### src/sv/hfr_pkg.sv
// ----------------------------------------------------------------------------
// hfr_pkg: shared types and functions of the hex frame receiver
// Holds the phase encoding, the receiver state and result records, the
// framing character codes, the hex digit decode and the byte-wide CRC update.
// ----------------------------------------------------------------------------
`default_nettype none

package hfr_pkg;

    // Framing control characters.
    localparam logic [7:0] CHAR_SOH = 8'h01;
    localparam logic [7:0] CHAR_STX = 8'h02;
    localparam logic [7:0] CHAR_ETX = 8'h03;
    localparam logic [7:0] CHAR_EOT = 8'h04;

    // Reflected CRC-16-CCITT polynomial.
    localparam logic [15:0] CRC_POLY = 16'h8408;

    // Highest CRC digit offset that still fits the 16-bit value.
    localparam logic [4:0] CRC_LAST_SHIFT = 5'd12;

    // Receiver phase, reported as the status of each result beat.
    typedef enum logic [2:0] {
        PH_IDLE   = 3'd0,
        PH_HEAD   = 3'd1,
        PH_DATA   = 3'd2,
        PH_CRC    = 3'd3,
        PH_OK     = 3'd4,
        PH_CRCERR = 3'd5,
        PH_OVF    = 3'd6,
        PH_ILL    = 3'd7
    } phase_t;

    // Receiver state carried from one character to the next.
    typedef struct packed {
        phase_t      phase;
        logic [15:0] crc_running;
        logic [15:0] crc_received;
        logic [4:0]  digit_count;
        logic [3:0]  high_nibble;
        logic [12:0] byte_count;
    } rx_state_t;

    // One result beat.
    typedef struct packed {
        phase_t      status;
        logic        byte_valid;
        logic [7:0]  data_byte;
        logic [11:0] byte_index;
        logic [12:0] frame_length;
    } rx_result_t;

    function automatic logic is_hex(input logic [7:0] c);
        logic r;
        r = (c >= 8'h30 && c <= 8'h39) || (c >= 8'h41 && c <= 8'h46) ||
            (c >= 8'h61 && c <= 8'h66);
        return r;
    endfunction

    // Only the low nibble of the offset subtraction is kept, which is the
    // digit value for every legal hex character.
    function automatic logic [3:0] hex_value(input logic [7:0] c);
        logic [7:0] d;
        if (c <= 8'h39) begin
            d = c - 8'h30;
        end else if (c <= 8'h46) begin
            d = c - 8'h37;
        end else begin
            d = c - 8'h57;
        end
        return d[3:0];
    endfunction

    function automatic logic [15:0] crc_update(input logic [15:0] crc_in,
                                               input logic [7:0]  c);
        logic [15:0] crc;
        crc = crc_in ^ {8'h00, c};
        for (int i = 0; i < 8; i++) begin
            if (crc[0]) begin
                crc = (crc >> 1) ^ CRC_POLY;
            end else begin
                crc = crc >> 1;
            end
        end
        return crc;
    endfunction

endpackage

`default_nettype wire

### src/sv/hex_frame_receiver_crc_top.sv
// ----------------------------------------------------------------------------
// hex_frame_receiver_crc_top: ASCII hex frame receiver with CRC-16 check
// Decodes SOH/STX/hex data/ETX/hex CRC/EOT frames, one character a beat.
// ----------------------------------------------------------------------------
// Usage:
//   The s_ channel carries one received character per beat (s_rx_char).
//   Every accepted character produces exactly one result beat on the m_
//   channel: the phase after that character (m_status), a decoded data
//   byte with its index when the character completed a hex pair, and the
//   count of data bytes stored so far in the frame.
//   The CRC start value is written through cfg_wr_en/cfg_wr_data while the
//   block is idle; it is loaded into the running CRC at each SOH.
// Result timing and throughput:
//   A result is visible in the cycle after its character is accepted. The
//   whole decode and the byte-wide CRC update sit between the state
//   registers and the result register, so one character is taken every
//   cycle unless the result side stalls.
// Reset and stall:
//   Synchronous active-low reset returns the phase to idle, clears the
//   counters and CRC registers, and sets the CRC start value to 0xFFFF.
//   When the receiver holds m_ready low the result register keeps its
//   beat and s_ready drops until that beat is taken.
// ----------------------------------------------------------------------------
`default_nettype none

module hex_frame_receiver_crc_top #(
    parameter int BUF_SIZE = 64
) (
    input  wire  logic        aclk,
    input  wire  logic        aresetn,

    input  wire  logic        cfg_wr_en,
    input  wire  logic [15:0] cfg_wr_data,

    input  wire  logic        s_valid,
    output logic              s_ready,
    input  wire  logic [7:0]  s_rx_char,

    output logic              m_valid,
    input  wire  logic        m_ready,
    output logic [2:0]        m_status,
    output logic              m_byte_valid,
    output logic [7:0]        m_data_byte,
    output logic [11:0]       m_byte_index,
    output logic [12:0]       m_frame_length
);

    hfr_pkg::rx_state_t  state_reg;
    hfr_pkg::rx_state_t  state_next;
    hfr_pkg::rx_result_t result_reg;
    hfr_pkg::rx_result_t result_next;
    logic [15:0]         crc_start_reg;
    logic                m_valid_reg;
    logic                accept;

    // The result register can take a new beat whenever it is empty or its
    // current beat leaves in this same cycle.
    assign s_ready = !m_valid_reg || m_ready;
    assign accept  = s_valid && s_ready;

    hfr_step #(
        .BUF_SIZE (BUF_SIZE)
    ) u_step (
        .cur_state (state_reg),
        .rx_char   (s_rx_char),
        .crc_start (crc_start_reg),
        .nxt_state (state_next),
        .result    (result_next)
    );

    // Configuration register.
    always_ff @(posedge aclk) begin
        if (!aresetn) begin
            crc_start_reg <= 16'hFFFF;
        end else if (cfg_wr_en) begin
            crc_start_reg <= cfg_wr_data;
        end
    end

    // Receiver state advances on every accepted character.
    always_ff @(posedge aclk) begin
        if (!aresetn) begin
            state_reg.phase        <= hfr_pkg::PH_IDLE;
            state_reg.crc_running  <= 16'h0000;
            state_reg.crc_received <= 16'h0000;
            state_reg.digit_count  <= 5'd0;
            state_reg.high_nibble  <= 4'h0;
            state_reg.byte_count   <= 13'd0;
        end else if (accept) begin
            state_reg <= state_next;
        end
    end

    // Output valid flag.
    always_ff @(posedge aclk) begin
        if (!aresetn) begin
            m_valid_reg <= 1'b0;
        end else if (accept) begin
            m_valid_reg <= 1'b1;
        end else if (m_ready) begin
            m_valid_reg <= 1'b0;
        end
    end

    // Result payload; it needs no reset since m_valid gates it.
    always_ff @(posedge aclk) begin
        if (accept) begin
            result_reg <= result_next;
        end
    end

    assign m_valid        = m_valid_reg;
    assign m_status       = result_reg.status;
    assign m_byte_valid   = result_reg.byte_valid;
    assign m_data_byte    = result_reg.data_byte;
    assign m_byte_index   = result_reg.byte_index;
    assign m_frame_length = result_reg.frame_length;

`ifndef SYNTHESIS
    // A decoded byte only ever appears while a frame is in its data phase.
    assert property (@(posedge aclk) disable iff (!aresetn)
        m_valid && m_byte_valid |-> m_status == hfr_pkg::PH_DATA)
        else $error("byte emitted outside data phase");

    // Without a decoded byte the byte fields read as zero.
    assert property (@(posedge aclk) disable iff (!aresetn)
        m_valid && !m_byte_valid |-> m_data_byte == 8'h00 && m_byte_index == 12'h000)
        else $error("byte fields not cleared");

    // The stored count is one past the index of the byte just emitted.
    assert property (@(posedge aclk) disable iff (!aresetn)
        m_valid && m_byte_valid |-> m_frame_length == {1'b0, m_byte_index} + 13'd1)
        else $error("frame length does not follow byte index");

    // The stored count never exceeds the buffer size.
    assert property (@(posedge aclk) disable iff (!aresetn)
        m_valid |-> m_frame_length <= 13'(BUF_SIZE))
        else $error("frame length beyond buffer size");

    // A stalled result blocks the input side.
    assert property (@(posedge aclk) disable iff (!aresetn)
        m_valid && !m_ready |-> !s_ready)
        else $error("input accepted while result stalled");
`endif

endmodule

`default_nettype wire

### src/sv/hfr_step.sv
// ----------------------------------------------------------------------------
// hfr_step: per-character frame decode
// Combinational next-state and result logic for one received character.
// ----------------------------------------------------------------------------
`default_nettype none

module hfr_step #(
    parameter int BUF_SIZE = 64
) (
    input  wire  hfr_pkg::rx_state_t  cur_state,
    input  wire  logic [7:0]          rx_char,
    input  wire  logic [15:0]         crc_start,
    output hfr_pkg::rx_state_t        nxt_state,
    output hfr_pkg::rx_result_t       result
);

    localparam logic [12:0] BufLimit = 13'(BUF_SIZE);

    logic [3:0]  digit_val;
    logic [3:0]  crc_shift;
    logic [15:0] crc_digit;

    assign digit_val = hfr_pkg::hex_value(rx_char);
    assign crc_shift = 4'(hfr_pkg::CRC_LAST_SHIFT - cur_state.digit_count);
    assign crc_digit = {12'h000, digit_val} << crc_shift;

    always_comb begin
        nxt_state          = cur_state;
        result.byte_valid  = 1'b0;
        result.data_byte   = 8'h00;
        result.byte_index  = 12'h000;

        // A good frame is shown for one beat only.
        if (cur_state.phase == hfr_pkg::PH_OK) begin
            nxt_state.phase = hfr_pkg::PH_IDLE;
        end

        if (rx_char == hfr_pkg::CHAR_SOH) begin
            nxt_state.crc_running = crc_start;
            nxt_state.phase       = hfr_pkg::PH_HEAD;
            nxt_state.byte_count  = 13'd0;
        end else if (rx_char == hfr_pkg::CHAR_STX) begin
            if (cur_state.phase == hfr_pkg::PH_HEAD) begin
                nxt_state.digit_count = 5'd0;
                nxt_state.phase       = hfr_pkg::PH_DATA;
            end else begin
                nxt_state.phase = hfr_pkg::PH_IDLE;
            end
        end else if (rx_char == hfr_pkg::CHAR_ETX) begin
            if (cur_state.phase == hfr_pkg::PH_DATA) begin
                nxt_state.digit_count  = 5'd0;
                nxt_state.crc_received = 16'h0000;
                nxt_state.phase        = hfr_pkg::PH_CRC;
            end else begin
                nxt_state.phase = hfr_pkg::PH_IDLE;
            end
        end else if (rx_char == hfr_pkg::CHAR_EOT) begin
            if (cur_state.phase == hfr_pkg::PH_CRC) begin
                nxt_state.phase = (cur_state.crc_running == cur_state.crc_received) ?
                                  hfr_pkg::PH_OK : hfr_pkg::PH_CRCERR;
            end else begin
                nxt_state.phase = hfr_pkg::PH_IDLE;
            end
        end else if (hfr_pkg::is_hex(rx_char)) begin
            if (cur_state.phase == hfr_pkg::PH_DATA) begin
                nxt_state.crc_running = hfr_pkg::crc_update(cur_state.crc_running, rx_char);
                nxt_state.digit_count = cur_state.digit_count + 5'd1;
                if (cur_state.digit_count[0]) begin
                    if (cur_state.byte_count < BufLimit) begin
                        result.byte_valid    = 1'b1;
                        result.data_byte     = {cur_state.high_nibble, digit_val};
                        result.byte_index    = cur_state.byte_count[11:0];
                        nxt_state.byte_count = cur_state.byte_count + 13'd1;
                    end else begin
                        nxt_state.phase = hfr_pkg::PH_OVF;
                    end
                end else begin
                    nxt_state.high_nibble = digit_val;
                end
            end else if (cur_state.phase == hfr_pkg::PH_CRC) begin
                if (cur_state.digit_count <= hfr_pkg::CRC_LAST_SHIFT) begin
                    nxt_state.crc_received = cur_state.crc_received + crc_digit;
                    nxt_state.digit_count  = cur_state.digit_count + 5'd4;
                end else begin
                    nxt_state.phase = hfr_pkg::PH_ILL;
                end
            end else begin
                nxt_state.phase = hfr_pkg::PH_IDLE;
            end
        end

        result.status       = nxt_state.phase;
        result.frame_length = nxt_state.byte_count;
    end

endmodule

`default_nettype wire

### config.mk
export PLATFORM = sky130hd
export DESIGN_NAME = hex_frame_receiver_crc_top
export DESIGN_NICKNAME = d
export VERILOG_FILES = /design/src/sv/hfr_pkg.sv /design/src/sv/hex_frame_receiver_crc_top.sv /design/src/sv/hfr_step.sv
export SDC_FILE = /design/constraint.sdc
export NUM_CORES = 1
export LEC_CHECK = 0
export BUFFER_PORTS_ARGS = -buffer_cell sky130_fd_sc_hd__buf_2
export CORE_MARGIN = 2
export CORE_UTILIZATION = 45
export DETAILED_ROUTE_END_ITERATION = 16
export PLACE_DENSITY = 0.68
export SYNTH_ARGS = -nofsm -noshare
export SYNTH_HDL_FRONTEND = slang
export SYNTH_SLANG_ARGS = --single-unit
### constraint.sdc
create_clock -name aclk -period 6.5 [get_ports aclk]
set_input_delay 0.975 -clock aclk [delete_from_list [all_inputs] [get_ports aclk]]
set_output_delay 0.975 -clock aclk [all_outputs]
set_load 0.05 [all_outputs]
# Word level (Yosys, flattened, before mapping)
# Cells that the tools add are included.
# classes
n_mux	92
n_addsub	8
bitwise_logic	16
shifts	1
n_reduce_logical	22
eq_ne	18
n_lt_le_gt_ge	8
# ops
operator	count
two-way mux 16 bit	53
two-way mux 54 bit	4
two-way mux 21 bit	5
two-way mux 13 bit	5
two-way mux 57 bit	1
two-way mux 32 bit	1
two-way mux 3 bit	10
NOT 2 -> 3 bit	8
nonzero test 4 bit	5
two-way mux 19 bit	1
two-way mux 17 bit	1
adder 16 bit	1
== test 16 bit	1
== test 8 x 2 -> 1 bit, second input constant	2
>= comparator 8 x 7 -> 1 bit, second input constant	2
<= comparator 8 x 7 -> 1 bit, second input constant	2
AND reduction 8 bit	2
<< shifter 4 x 4 -> 16 bit	1
bitwise XOR 16 x 8 -> 16 bit	1
two-way mux 5 bit	3
adder 13 x 1 -> 13 bit, second input constant	1
< comparator 13 x 7 -> 1 bit, second input constant	1
two-way mux 4 bit	3
inequality test 4 x 1 -> 1 bit, second input constant	3
other kinds (27)	48
# word_totals
reg_bits	111
input_bits	29

# Longest topological paths before layout
# logic_depth
ltp_word	68
mapped_depth	19
depth_no_buf	19

# By module
# Synthesis repeated with hierarchy kept, for this count alone.
# unflattened
cells_unflattened	831
area_unflattened_um2	7159.4
# modules_own_cells
mod	area_per_inst_um2	instances	cells_per_inst
hex_frame_receiver_crc_top	3975.1	1	342
hfr_step	3184.3	1	489

# Worst setup path before layout
# OpenSTA, ideal clock, no wires.
# synth_timing
path_type	input to register
from	input s_rx_char[1]
to	register state_reg[37] (netlist name)
path_buffers	0
arrival_ns	4.521
setup_time_ns	0.074
required_time_ns	6.426
setup_slack_ns	1.905
path_stages	18
path_cell_list	inv_1 > ha_1 > o21bai_1 > a21oi_2 > mux2i_1 > nor3_1 > a21oi_1 > nor2_1 > a21oi_1 > nor2_1 > ha_1 > a21o_1 > o311ai_1 > nand2_1 > a221o_1 > xor2_1 > or4_1 > a31oi_1
# synth_via
elab_chain_len	14
elab_cells_between_ends	40
# synth_rtl
element	line_no	source
start: declaration	hex_frame_receiver_crc_top.sv:37	input wire logic [7:0] s_rx_char,
<= comparator 8 x 7 -> 1 bit / subtractor 4 x 3 -> 4 bit (equally long branches)	n/a	
two-way mux 4 bit	hfr_pkg.sv:66	end else if (c <= 8'h46) begin
two-way mux 4 bit	hfr_pkg.sv:64	if (c <= 8'h39) begin
<< shifter 4 x 4 -> 16 bit	hfr_step.sv:25	assign crc_digit = {12'h000, digit_val} << crc_shift;
adder 16 bit	hfr_step.sv:82	nxt_state.crc_received = cur_state.crc_received + crc_digit;
two-way mux 21 bit	hfr_step.sv:81	if (cur_state.digit_count <= hfr_pkg::CRC_LAST_SHIFT) begin
two-way mux 21 bit	hfr_step.sv:80	end else if (cur_state.phase == hfr_pkg::PH_CRC) begin
two-way mux 16 bit	hfr_step.sv:65	if (cur_state.phase == hfr_pkg::PH_DATA) begin
two-way mux 57 bit	hfr_step.sv:64	end else if (hfr_pkg::is_hex(rx_char)) begin
two-way mux 54 bit	hfr_step.sv:57	end else if (rx_char == hfr_pkg::CHAR_EOT) begin
two-way mux 54 bit	hfr_step.sv:49	end else if (rx_char == hfr_pkg::CHAR_ETX) begin
two-way mux 54 bit	hfr_step.sv:42	end else if (rx_char == hfr_pkg::CHAR_STX) begin
two-way mux 54 bit	hfr_step.sv:38	if (rx_char == hfr_pkg::CHAR_SOH) begin
two-way mux 21 bit	hfr_step.sv:49	
end signal: assignment	hex_frame_receiver_crc_top.sv:90	state_reg <= state_next;
end: declaration	hex_frame_receiver_crc_top.sv:48	hfr_pkg::rx_state_t state_reg;
# Several ways; a longest one is shown, not always the timed one. The select of a mux whose other input is x is not followed.
# A chain may end at the register's enable or synchronous reset.

# Final worst setup path
# Same ends and word-level chain as after synthesis.

==> impl_metrics.ini <==
[placed_design]
gp_congestion = 1.02
placed_cells = 897
post-dp-hpwl_mm = 10.4
portBuffers = 67
place_area_sq_mm = 0.00664

[floorplan]
die_h_microns = 121
die_w_microns = 121
ios = 68
dieArea_sq_mm = 0.0147
core_sq_mm = 0.0133
start_util = 0.463
row_count = 42

[sta]
maxSlewHeadroom = 0.261
period_needed_ps = 5010
hold_viol_final = 0
finalSetupTns_ps = 0
worst_pin_slew_ps = 1100
rsz0062_at_grt = no
timing.final.crit_share = 0.771
fmax_mhz = 200
whs_ps = 486
finClkSkew_ps = 5.32
finalSetupViolations = 0
drv_slew = 0

[hold_path]
min_path_type = reg2reg

[clock_network]
clk_latency_ps = 360
hold_buffers = 0
cts_max_path_buffers = 2
cts_resized = 0
post_cts_buffers = 0
root_buffer = clkbuf_16
cts_buffers = 9
h-tree-depth = 3
cts_sinks = 111
path_clk_slew_ps = 70
cts_tree = built

[synth]
yosysWarnings = 0
syn-cell-area_sq_mm = 0.00618
syn_area_per_cell_sq_um = 9.10
ys_seq_elements = 111
ys.flop_type = dfxtp_1
synthArstFlopShare = 0
synth_cell_type_count = 71
synth-edff-count = 37
seq_area_frac_synth = 0.419
netlist_instances = 679

[final_layout]
stdcell_count = 913
multi_input_area_sq_mm = 0.00341
fin_nets = 785
fin_area_sq_mm = 0.00696
diodes = 0
drive_above_1_share = 0.141
area.sequential_sq_mm = 0.00259
final_cell_mix = dfxtp_1 (74), nor2_1 (69), buf_2 (67)
final_common_cell = dfxtp_1
largest_reg_flops = 57
fill_cells = 1222
syn_to_final_growth_pct = 12.5

[setup_path]
path_class = in2reg
worstPathRequired_ps = 6780
worstSetupStartpointType = input pin
crit_path_end_kind = flop
arrival_ps = 5290
cp_max_fo = 8

[power_and_ir_drop]
peakVddDrop_mv = 0.132
pwr_density_cell_mw_per_mm2 = 213
cellLeakagePower_nw = 2.70

[detailed_routing]
wire_per_inst_microns = 15.7
viasPerCell = 5.54
wl_mm = 14.3
drc = 0
ant_nets = 0
drt_iter0_markers = 476
first_pass_iters = 5
route.vias.total = 5054

[global_routing]
grt_pass1_wl_mm = 23.8
grt_pass1_vias = 4836
grt_start_max_net_pins = 46
antenna_found_initial = 0
grt_use_total = 0.205
overflow = 0

[outcome]
run_status = finished, final reports clean

[job]
drv_cap = 0
-- report_power, final --
part           switching, mW  internal, mW
combinational          0.119        0.0483
clock                  0.264         0.307
sequential           0.00794         0.735
total                  0.390          1.09
-- per-layer routing --
layer | global-route usage | share of wire | wire length (microns) | up-vias
met2 | 0.337 | 0.47 | 6700 | 154
met1 | 0.260 | 0.44 | 6350 | 2323
met4 | 0.0826 | 0.030 | 425 | 0
li1 | - | - | - | 2545
met3 | 0.0465 | 0.061 | 872 | 32
met5 | 0 | 0 | 0 | -
-- worst max-delay path: stages --
cell and delay (ps):
buf_2 170, inv_1 80, ha_1 280, o21bai_1 250, nand2_1 80, a221oi_1 620
mux2i_1 230, o21ai_0 340, nor2_1 90, ha_1 300, o21ai_0 140, o21ai_1 150
o311ai_1 400, nand2_1 120, a221o_1 330, xor2_1 170, or4_1 410, a31oi_1 160
-- final cells by class --
type,count,area share
tap,176,0.0317
inverter,14,0.00756
multi-input combinational,525,0.491
sequential,111,0.373
clock inverter,7,0.0126
timing repair buffer,71,0.0525
clock buffer,9,0.0324
-- metrics by stage --
step / total power [mW] / worst slack, ps / util
final: 1.48 / 1490 / 0.521
after global routing: 1.54 / 1120 / 0.521
after CTS: 1.50 / 1550 / 0.521
after detailed placement: 0.926 / 1170 / 0.498
after global placement: 0.923 / 1390 / 0.498
after floorplan: 0.883 / 1900 / -
-- path summary, 6_finish.rpt --
path / start / to / slack, ps / cells past startpoint
min: crc_start_reg[9]$_SDFFE_PN1P_ / crc_start_reg[9]$_SDFFE_PN1P_ / 490 / 2
min reg2reg: crc_start_reg[9]$_SDFFE_PN1P_ / crc_start_reg[9]$_SDFFE_PN1P_ / 490 / 2
max: s_rx_char[1] / state_reg[37]$_SDFFE_PN0P_ / 1490 / 18
max reg2reg: state_reg[17]$_SDFFE_PN0P_ / state_reg[37]$_SDFFE_PN0P_ / 1850 / 15
-- Yosys cell counts, drive strengths merged (11+ instances only) --
master | count | area (sq um)
nor3 | 23 | 126
clkbuf | 23 | 86.3
ha | 23 | 288
a22oi | 18 | 135
and2 | 20 | 128
nor2b | 17 | 106
buf | 11 | 57.6
xor2 | 19 | 166
a21oi | 50 | 258
nand2 | 64 | 240
mux2i | 22 | 220
a211oi | 19 | 148
xnor2 | 42 | 368
nand3 | 14 | 82.6
edfxtp | 37 | 1110
o21ai | 21 | 105
inv | 13 | 48.8
dfxtp | 74 | 1480
nor2 | 70 | 265
-- logic make-up (layout without fill, tap and decap cells) --
| family | count (synthesis) | count (layout) | share of synthesized area |
|---|---|---|---|
| AND/OR/NAND/NOR | 256 | 256 | 0.209 |
| XOR/XNOR | 61 | 61 | 0.0864 |
| multiplexers | 24 | 24 | 0.0393 |
| buffers and inverters | 48 | 101 | 0.0318 |
| adder cells (fa/ha/maj) | 24 | 24 | 0.0498 |
| AO/OA/AOI/OAI | 154 | 154 | 0.164 |
| other | 1 | 6 | 0.000607 |
| flip-flops | 111 | 111 | 0.419 |
Note: power is estimated with default switching activity, not from simulation.
